--- src/rtl/core/spru_pkg.sv ---
// Shared constants, types and helpers of the sparse pattern row union core
`default_nettype none
package spru_pkg;
    localparam int MAX_ROWS    = 64;
    localparam int MAX_COLS    = 64;
    localparam int MAX_ENTRIES = 1024;

    localparam int OP_W     = 2;
    localparam int SLOT_W   = 10;
    localparam int VALUE_W  = 11;
    localparam int CFG_W    = 7;
    localparam int COL_W    = 6;
    localparam int NZ_W     = 7;
    localparam int OFF_W    = 13;
    localparam int RS_AW    = $clog2(MAX_ROWS + 1);
    localparam int COL_AW   = $clog2(MAX_ENTRIES);
    localparam int CQ_DEPTH = 4;
    localparam int CQ_AW    = $clog2(CQ_DEPTH);

    typedef enum logic [OP_W-1:0] {
        OP_LOAD_START = 2'd0,
        OP_LOAD_COL   = 2'd1,
        OP_ADD_ROW    = 2'd2,
        OP_FINISH     = 2'd3
    } t_opcode;

    typedef enum logic [2:0] {
        S_IDLE,
        S_RD_LO,
        S_RD_HI,
        S_WALK,
        S_SCAN
    } t_state;

    typedef struct packed {
        t_opcode              opcode;
        logic [SLOT_W-1:0]    slot;
        logic [VALUE_W-1:0]   value;
    } t_cmd;

    typedef struct packed {
        logic [COL_W-1:0] column;
        logic [NZ_W-1:0]  row_nonzeros;
        logic [OFF_W-1:0] row_offset;
        logic             empty_row;
        logic             last;
    } t_result;

    function automatic logic [COL_W-1:0] lowest_set(input logic [MAX_COLS-1:0] bm);
        logic [COL_W-1:0] idx;
        idx = '0;
        for (int i = MAX_COLS - 1; i >= 0; i--) begin
            if (bm[i]) begin
                idx = COL_W'(i);
            end
        end
        return idx;
    endfunction
endpackage
`default_nettype wire

--- src/rtl/core/spru_front.sv ---
// Front end: row count register, item classification and command queue
`default_nettype none
module spru_front (
    input  wire logic                          i_clk,
    input  wire logic                          i_rst_n,
    input  wire logic                          i_push,
    output logic                               o_full,
    input  wire logic [spru_pkg::OP_W-1:0]     i_opcode,
    input  wire logic [spru_pkg::SLOT_W-1:0]   i_slot,
    input  wire logic [spru_pkg::VALUE_W-1:0]  i_value,
    input  wire logic                          i_cfg_valid,
    output logic                               o_cfg_ready,
    input  wire logic [spru_pkg::CFG_W-1:0]    i_cfg_data,
    output logic                               o_cmd_valid,
    output spru_pkg::t_cmd                     o_cmd,
    input  wire logic                          i_cmd_pop
);
    import spru_pkg::*;

    logic [CFG_W-1:0] r_row_count;
    t_cmd             r_q [CQ_DEPTH];
    logic [CQ_AW-1:0] r_wp, r_rp;
    logic [CQ_AW:0]   r_cnt, n_cnt;
    logic             keep, do_push, do_pop;

    assign o_cfg_ready = 1'b1;
    assign o_full      = (r_cnt == (CQ_AW+1)'(CQ_DEPTH));
    assign o_cmd_valid = (r_cnt != '0);
    assign o_cmd       = r_q[r_rp];

    always_comb begin
        case (t_opcode'(i_opcode))
            OP_LOAD_START: keep = (int'(i_slot) <= MAX_ROWS);
            OP_LOAD_COL:   keep = (int'(i_slot) < MAX_ENTRIES);
            OP_ADD_ROW:    keep = (int'(i_value) < int'(r_row_count))
                                  && (int'(i_value) < MAX_ROWS);
            OP_FINISH:     keep = 1'b1;
            default:       keep = 1'b0;
        endcase
    end

    assign do_push = i_push && !o_full && keep;
    assign do_pop  = i_cmd_pop && o_cmd_valid;

    always_comb begin
        n_cnt = r_cnt;
        if (do_push && !do_pop) begin
            n_cnt = r_cnt + 1'b1;
        end else if (!do_push && do_pop) begin
            n_cnt = r_cnt - 1'b1;
        end
    end

    always_ff @(posedge i_clk) begin
        if (!i_rst_n) begin
            r_row_count <= CFG_W'(MAX_ROWS);
            r_wp        <= '0;
            r_rp        <= '0;
            r_cnt       <= '0;
        end else begin
            if (i_cfg_valid && o_cfg_ready) begin
                r_row_count <= i_cfg_data;
            end
            if (do_push) begin
                r_wp <= r_wp + 1'b1;
            end
            if (do_pop) begin
                r_rp <= r_rp + 1'b1;
            end
            r_cnt <= n_cnt;
        end
    end

    always_ff @(posedge i_clk) begin
        if (do_push) begin
            r_q[r_wp] <= '{opcode: t_opcode'(i_opcode), slot: i_slot, value: i_value};
        end
    end
endmodule
`default_nettype wire

--- config.mk ---
export PLATFORM = sky130hd
export DESIGN_NAME = spru_front
export DESIGN_NICKNAME = d
export VERILOG_FILES = /design/src/rtl/core/spru_pkg.sv /design/src/rtl/core/spru_front.sv
export SDC_FILE = /design/constraint.sdc
export NUM_CORES = 1
export LEC_CHECK = 0
export ABC_CLOCK_PERIOD_IN_PS = 3900
export BUFFER_PORTS_ARGS = -buffer_cell sky130_fd_sc_hd__buf_2
export CELL_PAD_IN_SITES_DETAIL_PLACEMENT = 1
export CELL_PAD_IN_SITES_GLOBAL_PLACEMENT = 2
export CORE_MARGIN = 2
export CORE_UTILIZATION = 42
export DETAILED_ROUTE_END_ITERATION = 12
export HOLD_SLACK_MARGIN = 0.05
export PLACE_DENSITY_LB_ADDON = 0.1
export SLEW_MARGIN = 20
export SYNTH_ARGS = -nofsm -noshare
export SYNTH_HDL_FRONTEND = slang
export SYNTH_SLANG_ARGS = --single-unit
--- constraint.sdc ---
create_clock -name i_clk -period 3.9 [get_ports i_clk]
set_clock_uncertainty 0.05 [all_clocks]
set_input_delay 0.39 -clock i_clk [delete_from_list [all_inputs] [get_ports i_clk]]
set_output_delay 0.39 -clock i_clk [all_outputs]
set_load 0.01 [all_outputs]
**After elaboration in Yosys (flattened, before gate mapping)**

Memories as Yosys holds them, arrays and structs flattened. A register that Yosys moved wholly into a read port is not among the register bits.
Cells that the tools add are included.

- Bits in registers: 14
- Memory bits (writable): 92
- Bits of input ports: 35
- Output and inout port bits: 26
- Word-level logic and storage cells: 36
- Memories kept: 1

- Add/sub/neg operators: 4
- Order comparisons: 3
- Eq/ne operators: 4
- Multiplexer cells: 7
- Reductions and logical operators: 13

Memories:

| name | depth | bits a word | rd ports | clocked after memory_dff | wr ports | line | RTL |
|---|---|---|---|---|---|---|---|
| r_q | 4 | 23 | 1 | 1 | 1 | spru_front.sv:21 | `t_cmd r_q [CQ_DEPTH];` |

Operators with widths:

| operator | count |
|---|---|
| < comparator 11 x 7 -> 1 bit | 1 |
| < comparator 11 x 7 -> 1 bit, second input constant | 1 |
| less-or-equal comparator 10 x 7 -> 1 bit, second input constant | 1 |
| logical AND 1 bit | 6 |
| 2-to-1 mux 3 bit | 2 |
| adder 2 x 1 -> 2 bit, second input constant | 2 |
| equality test 2 bit, second input constant | 2 |
| 2-to-1 mux 2 bit | 2 |
| adder 3 x 1 -> 3 bit, second input constant | 1 |
| equality test 3 bit, second input constant | 1 |
| zero test 1 bit | 3 |
| case mux 1 bit (3 select lines) | 1 |
| nonzero test 3 bit | 1 |
| subtractor 3 x 1 -> 3 bit, second input constant | 1 |
| equality test 2 x 1 -> 1 bit, second input constant | 1 |
| zero test 2 bit | 1 |
| 2-to-1 mux 1 bit | 2 |
| nonzero test 2 bit | 1 |
| OR reduction 2 bit | 1 |

**Longest topological paths before layout**

Gate-level depths: netlist of the first run.

- Word-level depth: 8
- Depth in mapped cells: 13
- Mapped depth without buffers: 13

**Worst setup path after synthesis of the first run**

OpenSTA, ideal clock, no wires.

- Path type: input port to flip-flop
- Start point: input port i_slot[0] in the netlist's numbering
- End point: memory r_q[0][0] in the netlist's numbering, enable pin
- Library setup time: 0.406 ns
- Arrival: 2.426 ns
- Required time: 3.444 ns
- Setup slack: 1.019 ns
- Cell stages on the path: 5
- Path buffers: 0
- Path through: or4_1 o31ai_1 a21o_2 a32oi_4 nor2b_1

- Word-level cells in the longest chain between the ends: 5

Ends and longest elaborated chain:

| element | line | RTL |
|---|---|---|
| start: declaration | spru_front.sv:9 | `input wire logic [spru_pkg::SLOT_W-1:0] i_slot,` |
| less-or-equal comparator 10 x 7 -> 1 bit | spru_front.sv:33 | `OP_LOAD_START: keep = (int'(i_slot) <= MAX_ROWS);` |
| case mux 1 bit (3 select lines) | spru_front.sv:32 | `case (t_opcode'(i_opcode))` |
| logical AND 1 bit | spru_front.sv:42 | `assign do_push = i_push && !o_full && keep;` |
| 2-to-1 mux 1 bit | spru_front.sv:75 | `if (do_push) begin` |
| 2-to-1 mux 1 bit (implied by the code) | spru_front.sv:76 | `r_q[r_wp] <= '{opcode: t_opcode'(i_opcode), slot: i_slot, value: i_value};` |
| end: declaration | spru_front.sv:21 |  |

No other way between the ends.

**Worst setup path after layout of the first run**

- Start point: register r_cnt[0]
- End point: register r_cnt[2]

- Word-level cells in the longest chain between the ends: 7
- Elaborated cells on any way between the ends: 15
- Classes of those cells: add/sub: 2; eq/ne: 1; mux: 2; reduce/logical: 10

Ends and longest elaborated chain:

| element | line | RTL |
|---|---|---|
| start: declaration | spru_front.sv:23 | `logic [CQ_AW:0] r_cnt, n_cnt;` |
| start signal: assignment | spru_front.sv:70 | `r_cnt <= n_cnt;` |
| equality test 3 bit * | spru_front.sv:27 | `assign o_full = (r_cnt == (CQ_AW+1)'(CQ_DEPTH));` |
| zero test 1 bit * | spru_front.sv:42 |  |
| logical AND 1 bit * (2 in a row) | spru_front.sv:42 |  |
| named net do_push | spru_front.sv:24 | `logic keep, do_push, do_pop;` |
| zero test 1 bit | spru_front.sv:49 | `end else if (!do_push && do_pop) begin` |
| logical AND 1 bit | spru_front.sv:49 |  |
| nonzero test 2 bit (no line) | n/a |  |

Mark *: on every way through the listed nets, which the timed path passes. The rest lies on a longest branch. The select of a mux whose other input is x is not followed.
A chain may end at the register's enable or synchronous reset.

==> impl_metrics.json, run 1 <==
{
  "status": "complete, no violations",
  "die_area_um2": 11000,
  "initial_utilization_pct": 43.4,
  "ant_nets": 0,
  "syn_area_per_cell_um2": 19.4,
  "syn_area_um2": 4260,
  "rsz0062_at_grt": "false",
  "fin_crit_ns": 2.83,
  "multi_input_area_um2": 1110,
  "die_w_um": 105,
  "min_path_type": "input pin to flop",
  "required_ns": 4.13,
  "reg2regPathDepth": 11,
  "grt_pass1_vias": 2218,
  "rrSetupSlack_ns": 1.07,
  "clock-sinks": 108,
  "post-route-period-util_pct": 72.6,
  "ys.flop_type": "edfxtp_1",
  "drt_pass1_iterations": 4,
  "cts_buffer_depth": 2,
  "hold_viol": 0,
  "peakVddDrop_v": 0.000262,
  "ctsResizeCount": 0,
  "synth_most_common_cell": "edfxtp_1",
  "ys_warn_count": 0,
  "critPathMaxFanout": 7,
  "clock-root-buffer": "clkbuf_8",
  "power_frac_clock_pct": 24.0,
  "coreArea_um2": 9820,
  "async_reset_ff_share_pct": 0,
  "drc_errors": 0,
  "insertion_delay_ns": 0.36,
  "synth_edf_count": 92,
  "crit_path_end_kind": "flop",
  "crit_type": "flop to flop",
  "htreeDepth": 3,
  "hold_depth": 3,
  "antenna_found_initial": 0,
  "ctsHoldBuffers": 0,
  "p_sw_uw": 735,
  "io_buffers": 59,
  "grt_pass1_wl_um": 12500,
  "track_usage_pct": 15.2,
  "cts_buffers": 9,
  "yosys_register_bits": 108,
  "vias": 2145,
  "syn_nets": 267,
  "nFillCells": 979,
  "ios": 61,
  "hold_ws_ns": 0.193,
  "relSlewSlack_pct": 39.0,
  "ys_top_cells_by_area": "edfxtp_1 (65%), mux4_2 (12%), dfxtp_1 (7.5%), ha_1 (3.2%), mux2i_1 (2.1%)",
  "arrival_ns": 3.06,
  "drive_above_1_share_pct": 38.6,
  "p_sw_share_pct": 28.0,
  "syn_inst": 220,
  "synth_top_cell_by_area": "edfxtp_1",
  "slew_violations": 0,
  "seqCellArea_um2": 3080,
  "r2r_start": "r_cnt[0]$_SDFFE_PN0P_",
  "path_clk_slew_ns": 0.11,
  "gp_congestion": 0.710,
  "rows": 36,
  "post_cts_buffers": 0,
  "synth.top_cell.area_share_pct": 64.9,
  "ys_types": 34,
  "fmax_mhz": 353,
  "syn_to_final_growth_pct": 16.0,
  "insertedDiodeCount": 0,
  "worst_hold_path.endpoint": "r_row_count[6]$_SDFFE_PN1P_",
  "cap_viol_max_count": 0,
  "p_per_area_nw_per_um2": 532,
  "synthTopCellsByCount": "edfxtp_1 (92), mux4_2 (23), dfxtp_1 (16)",
  "wl_per_cell_um": 18.1,
  "drtIter0Drc": 71,
  "fin_setup_tns_ns": 0,
  "worstMarginPinSlew_ns": 0.913,
  "pwr-share-comb_pct": 21.2,
  "seqPwrFrac_pct": 54.8,
  "grt_max_degree": 24,
  "internal-power_uw": 1890,
  "dp_hpwl_um": 5320,
  "setup_viol": 0,
  "power.leakage_uw": 0.00175,
  "r2r_end": "r_cnt[2]$_SDFFE_PN0P_",
  "routed_wl_um": 7750,
  "die_y_um": 105,
  "start_kind": "flop",
  "ys_seq_area_share_pct": 72.4,
  "fin_nets": 337,
  "cts_tree": "built",
  "overflow": 0,
  "vias_per_cell": 5.01,
  "hp-start": "i_cfg_data[6]"
}
-- metal layers --
layer | GRT usage (%) | part of all wire [%] | vias to the layer above
met5 | 0 | 0 | -
met4 | 5.71 | 1.2 | 0
met3 | 2.37 | 4.3 | 8
met2 | 23.9 | 49 | 55
met1 | 21.4 | 45 | 1083
li1 | - | - | 999
-- stage by stage --
stage	std cells	util [%]	instance area, um2	worst slack, ns	total power, uW
2_1_floorplan	220	-	4260	1.02	1820
3_3_place_gp	412	48.4	4750	0.835	2040
3_5_place_dp	412	48.4	4750	0.776	2050
4_1_cts	428	50.3	4940	1.05	2680
5_1_grt	428	50.3	4940	0.845	2780
6_report	428	50.3	4940	1.07	2630
-- layout make-up --
type	instances	area share (%)
tap	133	3.37
timing repair buffer	67	7.19
multi-input combinational	94	22.5
clock inverter	7	1.24
clock buffer	9	2.51
inverter	10	0.760
sequential	108	62.4
-- sequential cells by signal (all words and copies together) (netlist names), named ones only --
signal / count
r_q: 92
r_row_count: 7
r_cnt: 3
r_rp: 2
r_wp: 2
-- cells in the final DEF, fill, tap and decap left out, types with 2 or more instances in the layout --
cell type / n
and2_1: 4
mux4_2: 23
xnor2_1: 3
buf_4: 8
mux2i_1: 9
nor2b_1: 8
or3_1: 2
o211ai_1: 2
clkinv_2: 2
dfxtp_1: 15
ha_1: 11
inv_1: 10
clkbuf_8: 9
edfxtp_1: 92
inv_6: 3
nand2_1: 7
nor2b_2: 4
o21ai_0: 3
and3_1: 2
buf_2: 59
-- worst max-delay path, stage by stage (launching register included) --
cell	delay, ns
dfxtp_1	0.45
nor3b_2	0.09
nor2b_1	0.35
and3_1	0.29
a32oi_4	0.19
inv_1	0.11
ha_1	0.18
inv_1	0.06
fa_1	0.37
xor2_1	0.18
or3_1	0.30
a21boi_0	0.15
-- how the worst max path moves through the flow --
stage | cells past startpoint | slack (ns) | end | from
after floorplan | 5 | 1.02 | r_q[0][0]$_DFFE_PP_ | i_slot[0]
after global placement | 12 | 0.84 | r_cnt[2]$_SDFFE_PN0P_ | i_slot[0]
after detailed placement | 12 | 0.78 | r_cnt[2]$_SDFFE_PN0P_ | i_slot[0]
after CTS | 11 | 1.05 | r_cnt[2]$_SDFFE_PN0P_ | r_cnt[0]$_SDFFE_PN0P_
after global routing | 13 | 0.85 | r_cnt[2]$_SDFFE_PN0P_ | r_row_count[1]$_SDFFE_PN0P_
final | 11 | 1.07 | r_cnt[2]$_SDFFE_PN0P_ | r_cnt[0]$_SDFFE_PN0P_
-- power groups by stage --
stage / combinational [uW] / sequential [uW] / clock (uW)
after floorplan: 443 / 1380 / 0
after global placement: 567 / 1470 / 0
after detailed placement: 570 / 1480 / 0
after CTS: 572 / 1450 / 654
after global routing: 611 / 1470 / 698
final: 556 / 1440 / 631
-- kinds of logic (layout without fill, tap and decap cells) --
logic type,Yosys count,after routing,share of synthesized area (%)
multiplexers,32,32,14.3
buffers and inverters,18,93,1.73
other,1,1,0.0881
XOR/XNOR,4,4,0.823
AND/OR/NAND/NOR,35,35,4.88
flip-flops,108,108,72.4
adder cells (fa/ha/maj),12,12,3.70
AO/OA/AOI/OAI,10,10,2.09
(Power assumes the default switching activity.)
==> inputs of run 2 (changes only) <==
--- a/config.mk
+++ b/config.mk
@@ -5,12 +5,12 @@
 export SDC_FILE = /design/constraint.sdc
 export NUM_CORES = 1
 export LEC_CHECK = 0
-export ABC_CLOCK_PERIOD_IN_PS = 3900
+export ABC_CLOCK_PERIOD_IN_PS = 2580
 export BUFFER_PORTS_ARGS = -buffer_cell sky130_fd_sc_hd__buf_2
 export CELL_PAD_IN_SITES_DETAIL_PLACEMENT = 1
 export CELL_PAD_IN_SITES_GLOBAL_PLACEMENT = 2
 export CORE_MARGIN = 2
-export CORE_UTILIZATION = 42
+export CORE_UTILIZATION = 38
 export DETAILED_ROUTE_END_ITERATION = 12
 export HOLD_SLACK_MARGIN = 0.05
 export PLACE_DENSITY_LB_ADDON = 0.1
==> constraint.sdc (replaced) <==
create_clock -name i_clk -period 2.58 [get_ports i_clk]
set_clock_uncertainty 0.05 [all_clocks]
set_input_delay 0.258 -clock i_clk [delete_from_list [all_inputs] [get_ports i_clk]]
set_output_delay 0.258 -clock i_clk [all_outputs]
set_load 0.01 [all_outputs]
==> run 2 against run 1 <==
Against the previous run: clock-buffer cell count unchanged; via count up 5.5%; core utilization down 1.5 points; clock power up 52%; global-route usage down 0.26 points.
==> impl_metrics.json, run 2 (synthesized netlist as in run 1, its figures left out) <==
{
  "die_y_um": 110,
  "fin_nets": 360,
  "vias_per_cell": 4.94,
  "reg_top3": "r_q (92), r_row_count (7), r_cnt (3)",
  "grt_max_degree": 20,
  "p_sw_share_pct": 28.1,
  "cts_buffer_depth": 2,
  "crit_path_end_kind": "flop",
  "hold_viol": 0,
  "clock-root-buffer": "clkbuf_8",
  "dp_hpwl_um": 5790,
  "p_sw_uw": 1160,
  "vias": 2263,
  "p_per_area_nw_per_um2": 777,
  "drc_errors": 0,
  "rrSetupSlack_ns": 0.11,
  "ant_nets": 0,
  "cts_buffers": 9,
  "critPathSlowestCell": "or4_1",
  "grt_pass1_vias": 2291,
  "die_area_um2": 12100,
  "setup_viol": 0,
  "path_clk_slew_ns": 0.11,
  "grt_util_met2_pct": 23.7,
  "pwr-share-comb_pct": 25.4,
  "fin_setup_tns_ns": 0,
  "relSlewSlack_pct": 64.3,
  "drt_pass1_iterations": 4,
  "r2r_start": "r_row_count[1]$_SDFFE_PN0P_",
  "total_power_uw": 4130,
  "seqPwrFrac_pct": 51.3,
  "cp_cell_sequence": "buf_2 > or4_1 > o31ai_1 > a21o_2 > a32oi_4 > inv_2 > ha_4 > inv_2 > fa_2 > xor2_1 > or3_1 > a21boi_1",
  "crit_type": "input pin to flop",
  "required_ns": 2.83,
  "drive_above_1_share_pct": 50.0,
  "power.leakage_uw": 0.00189,
  "coreArea_um2": 10900,
  "setup_ws_ns": 0.0638,
  "peakVddDrop_v": 0.000346,
  "use_met1_pct": 20.8,
  "arrival_ns": 2.77,
  "path_common_cell": "inv_2",
  "grt-busiest-layer": "met2",
  "layout_commonest_cell": "edfxtp_1",
  "dpl-instance-area_um2": 4980,
  "routed_wl_um": 8390,
  "post-route-period-util_pct": 97.5,
  "cts_tree": "built",
  "grt_pass1_wl_um": 12900,
  "max_stage_delay_ns": 0.55,
  "crit_path_end": "r_cnt[2]$_SDFFE_PN0P_",
  "pre_cts_ws_ns": -0.347,
  "die_w_um": 110,
  "gp_congestion": 0.689,
  "startpoint": "i_slot[0]",
  "initial_utilization_pct": 39.1,
  "ios": 61,
  "slew_violations": 0,
  "io_buffers": 59,
  "min_path_type": "input pin to flop",
  "use_met3_pct": 3.14,
  "fin_area_um2": 5310,
  "layout_common_cells": "edfxtp_1 (92), buf_2 (59), buf_4 (25), mux4_2 (23)",
  "clock-sinks": 108,
  "largest_reg_flops": 92,
  "insertedDiodeCount": 0,
  "reg2regPathDepth": 13,
  "syn_to_final_growth_pct": 24.8,
  "rsz0062_at_grt": "true",
  "drtIter0Drc": 105,
  "htreeDepth": 3,
  "start_kind": "input pin",
  "rows": 38,
  "overflow": 0,
  "worstMarginPinSlew_ns": 0.535,
  "track_usage_pct": 14.9,
  "antenna_found_initial": 0,
  "regMostFlops": "r_q",
  "fmax_mhz": 397,
  "internal-power_uw": 2970,
  "cap_viol_max_count": 0,
  "status": "complete, no violations",
  "power_frac_clock_pct": 23.3,
  "insertion_delay_ns": 0.36,
  "fin_crit_ns": 2.52,
  "r2r_end": "r_cnt[2]$_SDFFE_PN0P_",
  "critPathMaxFanout": 2,
  "wl_per_cell_um": 18.3
}
[run 2: how the worst min path moves through the flow]
stage                  start                           to  slack, ns  cells after the start
6_report           i_slot[7]         r_q[2][18]$_DFFE_PP_       0.08                      1
3_3_place_gp   i_cfg_data[6]  r_row_count[6]$_SDFFE_PN1P_       0.43                      3
2_1_floorplan     i_value[0]          r_q[0][0]$_DFFE_PP_       0.31                      0
3_5_place_dp   i_cfg_data[6]  r_row_count[6]$_SDFFE_PN1P_       0.43                      3
5_1_grt            i_slot[7]         r_q[2][18]$_DFFE_PP_       0.07                      1
4_1_cts            i_slot[7]         r_q[2][18]$_DFFE_PP_       0.06                      1
[run 2: final cells by class]
cell class / count / area (um2)
Multi-Input combinational cell: 94 / 1230
Inverter: 10 / 37.5
Tap cell: 140 / 175
Fill cell: 1060 / 5580
Clock inverter: 7 / 56.3
Clock buffer: 9 / 124
Timing Repair Buffer: 90 / 593
Sequential cell: 108 / 3090
[run 2: repair_timing]
item | 4_1_cts | 5_1_grt
setup buffers | 0 | 1
hold buffers | 1 | 0
endpoints found under the hold margin | 1 | 0
pin swaps | 5 | 14
setup endpoints to repair | 1 | 2
resized for setup | 8 | 23
[run 2: critical path: cells and delay by family]
kind	cells	cell delay, ns
AO/OA/AOI/OAI	4	0.74
XOR/XNOR	1	0.15
adder cells (fa/ha/maj)	2	0.47
buffers and inverters	3	0.24
AND/OR/NAND/NOR	2	0.91
[run 2: through the flow]
stage | hold slack, ns | util [%] | std cells
3_5_place_dp | 0.433 | 45.8 | 440
2_1_floorplan | 0.307 | - | 220
3_3_place_gp | 0.431 | 45.8 | 440
5_1_grt | 0.0684 | 48.8 | 458
4_1_cts | 0.0596 | 47.7 | 457
6_report | 0.0793 | 48.8 | 458
[run 2: metal layers]
layer,wire length (um),up-vias
met5,0,-
li1,-,1047
met1,3860,1155
met4,76,0
met3,324,9
met2,4130,52
[run 2: power groups by stage]
stage / Combinational, uW / Clock (uW) / Sequential, uW
finish: 1050 / 960 / 2120
global route: 1160 / 1060 / 2140
CTS: 1050 / 996 / 2120
detailed placement: 1040 / 0 / 2170
global placement: 1030 / 0 / 2160
floorplan: 670 / 0 / 2090
